`src/design/rgbhsv_pkg.sv`:
```
package rgbhsv_pkg;

    localparam int CH_W           = 8;
    localparam int HUE_W          = 15;
    localparam int SAT_W          = 13;
    localparam int HUE_FRAC       = 6;
    localparam int SAT_FRAC       = 12;
    localparam int QUOT_W         = 15;
    localparam int DVD_W          = QUOT_W + CH_W;
    localparam int BITS_PER_STAGE = 3;
    localparam int DIV_STAGES     = QUOT_W / BITS_PER_STAGE;
    localparam int NUM_W          = 19;

    localparam logic signed [NUM_W-1:0] DEG_60  = NUM_W'(60);
    localparam logic signed [NUM_W-1:0] DEG_120 = NUM_W'(120);
    localparam logic signed [NUM_W-1:0] DEG_240 = NUM_W'(240);
    localparam logic signed [NUM_W-1:0] DEG_360 = NUM_W'(360);

    typedef enum logic [1:0] {
        SECT_RED   = 2'd0,
        SECT_GREEN = 2'd1,
        SECT_BLUE  = 2'd2
    } sector_t;

    typedef struct packed {
        sector_t                sector;
        logic signed [CH_W:0]   diff;
        logic [CH_W-1:0]        mx;
        logic [CH_W-1:0]        delta;
    } sort_item_t;

    // remainder in the top CH_W bits, dividend bits turning into quotient below
    typedef struct packed {
        logic [DVD_W-1:0] hue_w;
        logic [CH_W-1:0]  hue_d;
        logic [DVD_W-1:0] sat_w;
        logic [CH_W-1:0]  sat_d;
        logic [CH_W-1:0]  val;
    } div_item_t;

    // one restoring division step
    function automatic logic [DVD_W-1:0] div_step(input logic [DVD_W-1:0] w,
                                                  input logic [CH_W-1:0] d);
        logic [CH_W:0] t;
        logic [CH_W:0] rem;
        t   = w[DVD_W-1:QUOT_W-1];
        rem = t - {1'b0, d};
        if (t >= {1'b0, d})
        begin
            div_step = {rem[CH_W-1:0], w[QUOT_W-2:0], 1'b1};
        end
        else
        begin
            div_step = {t[CH_W-1:0], w[QUOT_W-2:0], 1'b0};
        end
    endfunction

endpackage

```
`src/design/rgb_to_hsv_converter_core.sv`:
```
// rgb to hsv converter, one 8-bit rgb pixel in, one hsv result out
// pixel channel: pixel_valid/pixel_ready carry red, green and blue;
//   a transaction happens when both are high at a rising edge of clk
// hsv channel: hsv_valid/hsv_ready carry hue (degrees, 6 fraction bits),
//   saturation (12 fraction bits, 4096 is one) and brightness (channel max)
// pipeline: seven register stages, the first loaded at the pixel transaction
//   edge - one stage for max/min and sector, one for the hue numerator, five
//   for the two pipelined restoring dividers at three quotient bits per
//   stage
// throughput: one pixel per cycle while hsv_ready is high, set by the divider stages
// each stage holds its own valid bit and advances when the stage after it
//   is empty or moving, so bubbles close up
// a stalled receiver holds the last stage; earlier stages keep filling and
//   pixel_ready falls only once all seven stages are full
// reset (rst_n low, asynchronous) clears every valid bit; nothing else is
//   kept between pixels
module rgb_to_hsv_converter_core (
    input  logic                            clk,
    input  logic                            rst_n,
    input  logic                            pixel_valid,
    output logic                            pixel_ready,
    input  logic [rgbhsv_pkg::CH_W-1:0]     red,
    input  logic [rgbhsv_pkg::CH_W-1:0]     green,
    input  logic [rgbhsv_pkg::CH_W-1:0]     blue,
    output logic                            hsv_valid,
    input  logic                            hsv_ready,
    output logic [rgbhsv_pkg::HUE_W-1:0]    hue,
    output logic [rgbhsv_pkg::SAT_W-1:0]    saturation,
    output logic [rgbhsv_pkg::CH_W-1:0]     brightness
);

    logic                       sort_valid;
    logic                       sort_ready;
    rgbhsv_pkg::sort_item_t     sort_item;
    logic                       num_valid;
    logic                       num_ready;
    rgbhsv_pkg::div_item_t      num_item;

    rgbhsv_sort u_sort (
        .clk       (clk),
        .rst_n     (rst_n),
        .in_valid  (pixel_valid),
        .in_ready  (pixel_ready),
        .red       (red),
        .green     (green),
        .blue      (blue),
        .out_valid (sort_valid),
        .out_ready (sort_ready),
        .out_item  (sort_item)
    );

    rgbhsv_num u_num (
        .clk       (clk),
        .rst_n     (rst_n),
        .in_valid  (sort_valid),
        .in_ready  (sort_ready),
        .in_item   (sort_item),
        .out_valid (num_valid),
        .out_ready (num_ready),
        .out_item  (num_item)
    );

    rgbhsv_div u_div (
        .clk        (clk),
        .rst_n      (rst_n),
        .in_valid   (num_valid),
        .in_ready   (num_ready),
        .in_item    (num_item),
        .out_valid  (hsv_valid),
        .out_ready  (hsv_ready),
        .hue        (hue),
        .saturation (saturation),
        .brightness (brightness)
    );

endmodule

```
`src/design/rgbhsv_sort.sv`:
```
module rgbhsv_sort (
    input  logic                          clk,
    input  logic                          rst_n,
    input  logic                          in_valid,
    output logic                          in_ready,
    input  logic [rgbhsv_pkg::CH_W-1:0]   red,
    input  logic [rgbhsv_pkg::CH_W-1:0]   green,
    input  logic [rgbhsv_pkg::CH_W-1:0]   blue,
    output logic                          out_valid,
    input  logic                          out_ready,
    output rgbhsv_pkg::sort_item_t        out_item
);

    logic                   valid_reg;
    rgbhsv_pkg::sort_item_t item_reg;
    rgbhsv_pkg::sort_item_t item_next;
    logic [rgbhsv_pkg::CH_W-1:0] mn;
    logic                   load;

    assign in_ready  = !valid_reg || out_ready;
    assign load      = in_valid && in_ready;
    assign out_valid = valid_reg;
    assign out_item  = item_reg;

    always_comb
    begin
        mn = red;
        if (green < mn)
        begin
            mn = green;
        end
        if (blue < mn)
        begin
            mn = blue;
        end
        // tie order: red, then green, then blue
        if (red >= green && red >= blue)
        begin
            item_next.sector = rgbhsv_pkg::SECT_RED;
            item_next.mx     = red;
            item_next.diff   = $signed({1'b0, green}) - $signed({1'b0, blue});
        end
        else if (green >= blue)
        begin
            item_next.sector = rgbhsv_pkg::SECT_GREEN;
            item_next.mx     = green;
            item_next.diff   = $signed({1'b0, blue}) - $signed({1'b0, red});
        end
        else
        begin
            item_next.sector = rgbhsv_pkg::SECT_BLUE;
            item_next.mx     = blue;
            item_next.diff   = $signed({1'b0, red}) - $signed({1'b0, green});
        end
        item_next.delta = item_next.mx - mn;
    end

    always_ff @(posedge clk or negedge rst_n)
    begin
        if (!rst_n)
        begin
            valid_reg <= 1'b0;
        end
        else if (in_ready)
        begin
            valid_reg <= in_valid;
        end
    end

    always_ff @(posedge clk)
    begin
        if (load)
        begin
            item_reg <= item_next;
        end
    end

endmodule

```
`src/design/rgbhsv_num.sv`:
```
module rgbhsv_num (
    input  logic                    clk,
    input  logic                    rst_n,
    input  logic                    in_valid,
    output logic                    in_ready,
    input  rgbhsv_pkg::sort_item_t  in_item,
    output logic                    out_valid,
    input  logic                    out_ready,
    output rgbhsv_pkg::div_item_t   out_item
);

    logic                                   valid_reg;
    rgbhsv_pkg::div_item_t                  item_reg;
    rgbhsv_pkg::div_item_t                  item_next;
    logic signed [rgbhsv_pkg::NUM_W-1:0]    diff_x;
    logic signed [rgbhsv_pkg::NUM_W-1:0]    delta_x;
    logic signed [rgbhsv_pkg::NUM_W-1:0]    num;
    logic                                   load;

    assign in_ready  = !valid_reg || out_ready;
    assign load      = in_valid && in_ready;
    assign out_valid = valid_reg;
    assign out_item  = item_reg;

    assign diff_x  = rgbhsv_pkg::NUM_W'(in_item.diff);
    assign delta_x = $signed(rgbhsv_pkg::NUM_W'(in_item.delta));

    // hue numerator: degrees times delta
    always_comb
    begin
        case (in_item.sector)
            rgbhsv_pkg::SECT_RED:
            begin
                num = diff_x * rgbhsv_pkg::DEG_60;
                if (num < 0)
                begin
                    num = num + delta_x * rgbhsv_pkg::DEG_360;
                end
            end
            rgbhsv_pkg::SECT_GREEN:
            begin
                num = delta_x * rgbhsv_pkg::DEG_120 + diff_x * rgbhsv_pkg::DEG_60;
            end
            rgbhsv_pkg::SECT_BLUE:
            begin
                num = delta_x * rgbhsv_pkg::DEG_240 + diff_x * rgbhsv_pkg::DEG_60;
            end
            default:
            begin
                num = '0;
            end
        endcase
    end

    // zero divisors become one, their dividends are already zero
    always_comb
    begin
        item_next.hue_w = rgbhsv_pkg::DVD_W'({num, {rgbhsv_pkg::HUE_FRAC{1'b0}}});
        item_next.hue_d = (in_item.delta == '0) ? rgbhsv_pkg::CH_W'(1) : in_item.delta;
        item_next.sat_w = rgbhsv_pkg::DVD_W'({in_item.delta, {rgbhsv_pkg::SAT_FRAC{1'b0}}});
        item_next.sat_d = (in_item.mx == '0) ? rgbhsv_pkg::CH_W'(1) : in_item.mx;
        item_next.val   = in_item.mx;
    end

    always_ff @(posedge clk or negedge rst_n)
    begin
        if (!rst_n)
        begin
            valid_reg <= 1'b0;
        end
        else if (in_ready)
        begin
            valid_reg <= in_valid;
        end
    end

    always_ff @(posedge clk)
    begin
        if (load)
        begin
            item_reg <= item_next;
        end
    end

endmodule

```
`src/design/rgbhsv_div.sv`:
```
module rgbhsv_div (
    input  logic                            clk,
    input  logic                            rst_n,
    input  logic                            in_valid,
    output logic                            in_ready,
    input  rgbhsv_pkg::div_item_t           in_item,
    output logic                            out_valid,
    input  logic                            out_ready,
    output logic [rgbhsv_pkg::HUE_W-1:0]    hue,
    output logic [rgbhsv_pkg::SAT_W-1:0]    saturation,
    output logic [rgbhsv_pkg::CH_W-1:0]     brightness
);

    localparam int LAST = rgbhsv_pkg::DIV_STAGES - 1;

    logic [rgbhsv_pkg::DIV_STAGES-1:0]  valid_reg;
    logic [rgbhsv_pkg::DIV_STAGES-1:0]  stage_ready;
    rgbhsv_pkg::div_item_t              data_reg [rgbhsv_pkg::DIV_STAGES];

    assign in_ready   = stage_ready[0];
    assign out_valid  = valid_reg[LAST];
    assign hue        = data_reg[LAST].hue_w[rgbhsv_pkg::HUE_W-1:0];
    assign saturation = data_reg[LAST].sat_w[rgbhsv_pkg::SAT_W-1:0];
    assign brightness = data_reg[LAST].val;

    for (genvar s = 0; s < rgbhsv_pkg::DIV_STAGES; s++)
    begin : g_stage
        rgbhsv_pkg::div_item_t  stage_in;
        rgbhsv_pkg::div_item_t  data_next;
        logic                   stage_in_valid;
        logic                   down_ready;

        if (s == 0)
        begin : g_first
            assign stage_in       = in_item;
            assign stage_in_valid = in_valid;
        end
        else
        begin : g_mid
            assign stage_in       = data_reg[s-1];
            assign stage_in_valid = valid_reg[s-1];
        end

        if (s == LAST)
        begin : g_tail
            assign down_ready = out_ready;
        end
        else
        begin : g_body
            assign down_ready = stage_ready[s+1];
        end

        assign stage_ready[s] = !valid_reg[s] || down_ready;

        // three quotient bits (BITS_PER_STAGE) per stage for both lanes
        always_comb
        begin
            data_next = stage_in;
            for (int b = 0; b < rgbhsv_pkg::BITS_PER_STAGE; b++)
            begin
                data_next.hue_w = rgbhsv_pkg::div_step(data_next.hue_w, data_next.hue_d);
                data_next.sat_w = rgbhsv_pkg::div_step(data_next.sat_w, data_next.sat_d);
            end
        end

        always_ff @(posedge clk or negedge rst_n)
        begin
            if (!rst_n)
            begin
                valid_reg[s] <= 1'b0;
            end
            else if (stage_ready[s])
            begin
                valid_reg[s] <= stage_in_valid;
            end
        end

        always_ff @(posedge clk)
        begin
            if (stage_ready[s] && stage_in_valid)
            begin
                data_reg[s] <= data_next;
            end
        end
    end

endmodule

```
`config.mk`:
```
export PLATFORM = sky130hd
export DESIGN_NAME = rgb_to_hsv_converter_core
export DESIGN_NICKNAME = d
export VERILOG_FILES = /design/src/design/rgbhsv_pkg.sv /design/src/design/rgb_to_hsv_converter_core.sv /design/src/design/rgbhsv_sort.sv /design/src/design/rgbhsv_num.sv /design/src/design/rgbhsv_div.sv
export SDC_FILE = /design/constraint.sdc
export NUM_CORES = 1
export LEC_CHECK = 0
export BUFFER_PORTS_ARGS = -buffer_cell sky130_fd_sc_hd__buf_4
export CAP_MARGIN = 20
export CORE_MARGIN = 2
export CORE_UTILIZATION = 60
export DETAILED_ROUTE_END_ITERATION = 12
export GPL_ROUTABILITY_DRIVEN = 0
export GPL_TIMING_DRIVEN = 0
export HOLD_SLACK_MARGIN = 0.1
export PLACE_DENSITY = 0.87
export REMOVE_ABC_BUFFERS = 1
export SYNTH_ARGS = -nofsm -noshare
export SYNTH_HDL_FRONTEND = slang
export SYNTH_HIERARCHICAL = 1
export SYNTH_SLANG_ARGS = --single-unit
```
`constraint.sdc`:
```
create_clock -name clk -period 8.2 [get_ports clk]
set_input_delay 0.41 -clock clk [delete_from_list [all_inputs] [get_ports clk]]
set_output_delay 0.41 -clock clk [all_outputs]
set_load 0.05 [all_outputs]
```
==> results_dict.tcl <==
set metrics [dict create \
    path_cells "inv_1 > ha_1 > nor2b_1 > o31a_4 > o41a_4 > o21ai_2 > nand2_1 > mux2i_1 > inv_1 > ha_1 > o21a_1 > o31a_1 > o31ai_2 > a21oi_1 > a221o_1 > a21oi_1 > ha_1 > nand2b_1 > a21oi_1 > o311ai_0 > a31oi_1 > or4b_1 > nand2_4 > o221ai_1" \
    insertion_delay_ns 0.57 \
    final_antenna_net_count 0 \
    finalNonFillerCells 3736 \
    grt_use_total_pct 27.74 \
    clock_sinks 389 \
    diodes 0 \
    fp.dieH_um 231.7 \
    die_area_um2 53690 \
    via_per_inst 6.398 \
    status "complete, no violations" \
    hpwl_um 54910 \
    ys_ff_latch 389 \
    cts_buffers 43 \
    tightest_slew_ns 1.046 \
    fp.dieW_um 231.7 \
    synth_edf_count 382 \
    wire_per_inst_um 19.95 \
    htreeDepth 2 \
    worstPathRequired_ns 8.47 \
    crit_type "register to register" \
    startpoint_type "register" \
    final_net_count 3503 \
    postCtsSetupBuffers 0 \
    clockRootBuffer "clkbuf_16" \
    hold_class "input port to async pin" \
    cts_tree "built" \
    drcViolationCount 0 \
    setup_viol 0 \
    first_global_vias 24510 \
    port_buffers 65 \
    clk_path_buf_depth 3 \
    syn_avg_cell_area_um2 10.45 \
    max-cap-violations 0 \
    synthFlopType "edfxtp_1" \
    grt_pass1_wl_um 121400 \
    start_util_pct 60.65 \
    timing.rr.end "u_div/data_reg[0][177]" \
    clock.fmax_mhz 126.8 \
    areaGrowthSynthToFinish_pct 7.918 \
    critPathTopFamily "compound AO/OA/AOI/OAI gates" \
    setup.worst_path.end_class "register" \
    clk_pin_slew_ns 0.06 \
    cp_max_fo 14 \
    reg2regPathDepth 24 \
    synth_commonest_cells "382 x edfxtp_1, 381 x ha_1, 319 x inv_1" \
    yosysMostFrequentCell "edfxtp_1" \
    slew_headroom_pct 30.15 \
    io_pins 66 \
    antenna_found_initial 0 \
    slowest_stage "or4b_1" \
    synthArstFlopShare_pct 1.799 \
    synth_cells 2977 \
    ys_seq_area_share_pct 37.43 \
    skew_ns 0.01339 \
    path_buf_inv 2 \
    reg2reg_slack_ns 0.31 \
    finalCritPeriodShare_pct 96.18 \
    layout-drive-gt1-share_pct 9.948 \
    cp.arrival_ns 8.16 \
    place_inst 3658 \
    routed_wl_um 74530 \
    grt_max_degree 69 \
    yosys_warnings 6 \
    largest_reg_flops 308 \
    fp.coreArea_um2 51300 \
    timing.rr.start "u_div/data_reg[0][79]" \
    ff_latch_area_um2 11650 \
    multi_input_area_um2 17780 \
    fin_crit_ns 7.887 \
    synth_top_area_share_pct 36.87 \
    syn_area_um2 31110 \
    synthTopCellsByArea "edfxtp_1 37%, ha_1 15%, fa_1 4.4%, inv_1 3.8%, xnor2_1 3.8%" \
    synth.distinct_cells 102 \
    final_hold_viol_count 0 \
    fillers 3542 \
    vias 23900 \
    yosysTopAreaCell "edfxtp_1" \
    max_stage_delay_ns 0.73 \
    rsz0062_at_grt "no" \
    fp-row-count 83 \
    overflow 0 \
    final-max-slew-violation-count 0 \
    drt_iter0_drc 2521 \
    drt-pass1-iter-count 6 \
    tns_ns 0 \
]
per-layer routing:
layer,track usage (%),wire (um)
met5,0,0
met4,15.52,4308
met3,4.457,5191
met2,49.21,37340
met1,31.83,27690
worst register-to-register path: stages (launching register included):
cell      delay (ns)
edfxtp_1        0.51
inv_1           0.27
ha_1            0.31
nor2b_1         0.17
o31a_4          0.31
o41a_4          0.47
o21ai_2         0.20
nand2_1         0.33
mux2i_1         0.38
inv_1           0.11
ha_1            0.37
o21a_1          0.21
o31a_1          0.15
o31ai_2         0.31
a21oi_1         0.16
a221o_1         0.55
a21oi_1         0.41
ha_1            0.33
nand2b_1        0.12
a21oi_1         0.09
o311ai_0        0.52
a31oi_1         0.22
or4b_1          0.73
nand2_4         0.23
o221ai_1        0.18
worst max path at each step:
stage                                 from                     end  slack [ns]  cells past startpoint
floorplan               u_num/out_item[40]   u_div/data_reg[0][63]        2.00                     26
global placement      u_div/data_reg[0][9]  u_div/data_reg[0][103]        1.06                     24
detailed placement    u_div/data_reg[0][9]  u_div/data_reg[0][103]        0.58                     24
CTS                   u_div/data_reg[0][9]  u_div/data_reg[0][103]        0.36                     24
global route        u_div/data_reg[0][110]  u_div/data_reg[0][206]        0.02                     26
finish               u_div/data_reg[0][79]  u_div/data_reg[0][177]        0.31                     24
stage by stage:
stage          hold WS (ns)  setup slack [ns]  util [%]  cell area [um^2]
5_1_grt              0.2183           0.01995     65.45             33580
4_1_cts              0.2010            0.3584     65.44             33570
6_report             0.2243            0.3129     65.45             33580
3_5_place_dp         0.2308            0.5833     62.58             32110
3_3_place_gp         0.2225             1.056     62.28             31950
2_1_floorplan        0.1144             1.995         -             30610
logic make-up after synthesis:
family / after synthesis / share of synthesized area, %
compound gates: 701 / 15.12
mux: 160 / 5.578
buf+inv: 415 / 5.771
simple gates: 654 / 10.45
other cells: 1 / 0.01205
fa+ha+maj: 450 / 19.76
flops: 389 / 37.43
xor+xnor: 207 / 5.875
layout make-up:
cell class / instances / area share (%)
inverter: 323 / 3.611
sequential: 389 / 34.68
clock buffer: 48 / 3.261
multi-input combinational: 2195 / 52.95
timing repair buffer: 73 / 1.915
tap: 680 / 2.534
clock inverter: 28 / 1.047
cells in the final DEF, fill, tap and decap left out, drive strengths merged, types with 23 or more instances in the layout:
master / instances
a211oi: 28
a21o: 70
a21oi: 200
buf: 71
clkbuf: 48
conb: 23
edfxtp: 382
fa: 69
ha: 381
inv: 327
mux2: 97
mux2i: 63
nand2: 138
nand2b: 40
nand3: 49
nand4: 39
nor2: 190
nor2b: 55
nor3: 47
o21a: 52
o21ai: 155
o21bai: 30
xnor2: 135
xor2: 72
what timing repair did:
item                                    CTS  global route
hold buffers                              2             0
endpoints found under the setup margin    0             7
hold endpoints to repair                  8             0
gates resized for setup                   0             2
Power is not shown: default switching activity piles up to over one toggle a cycle in this logic, so the estimate is an artifact.
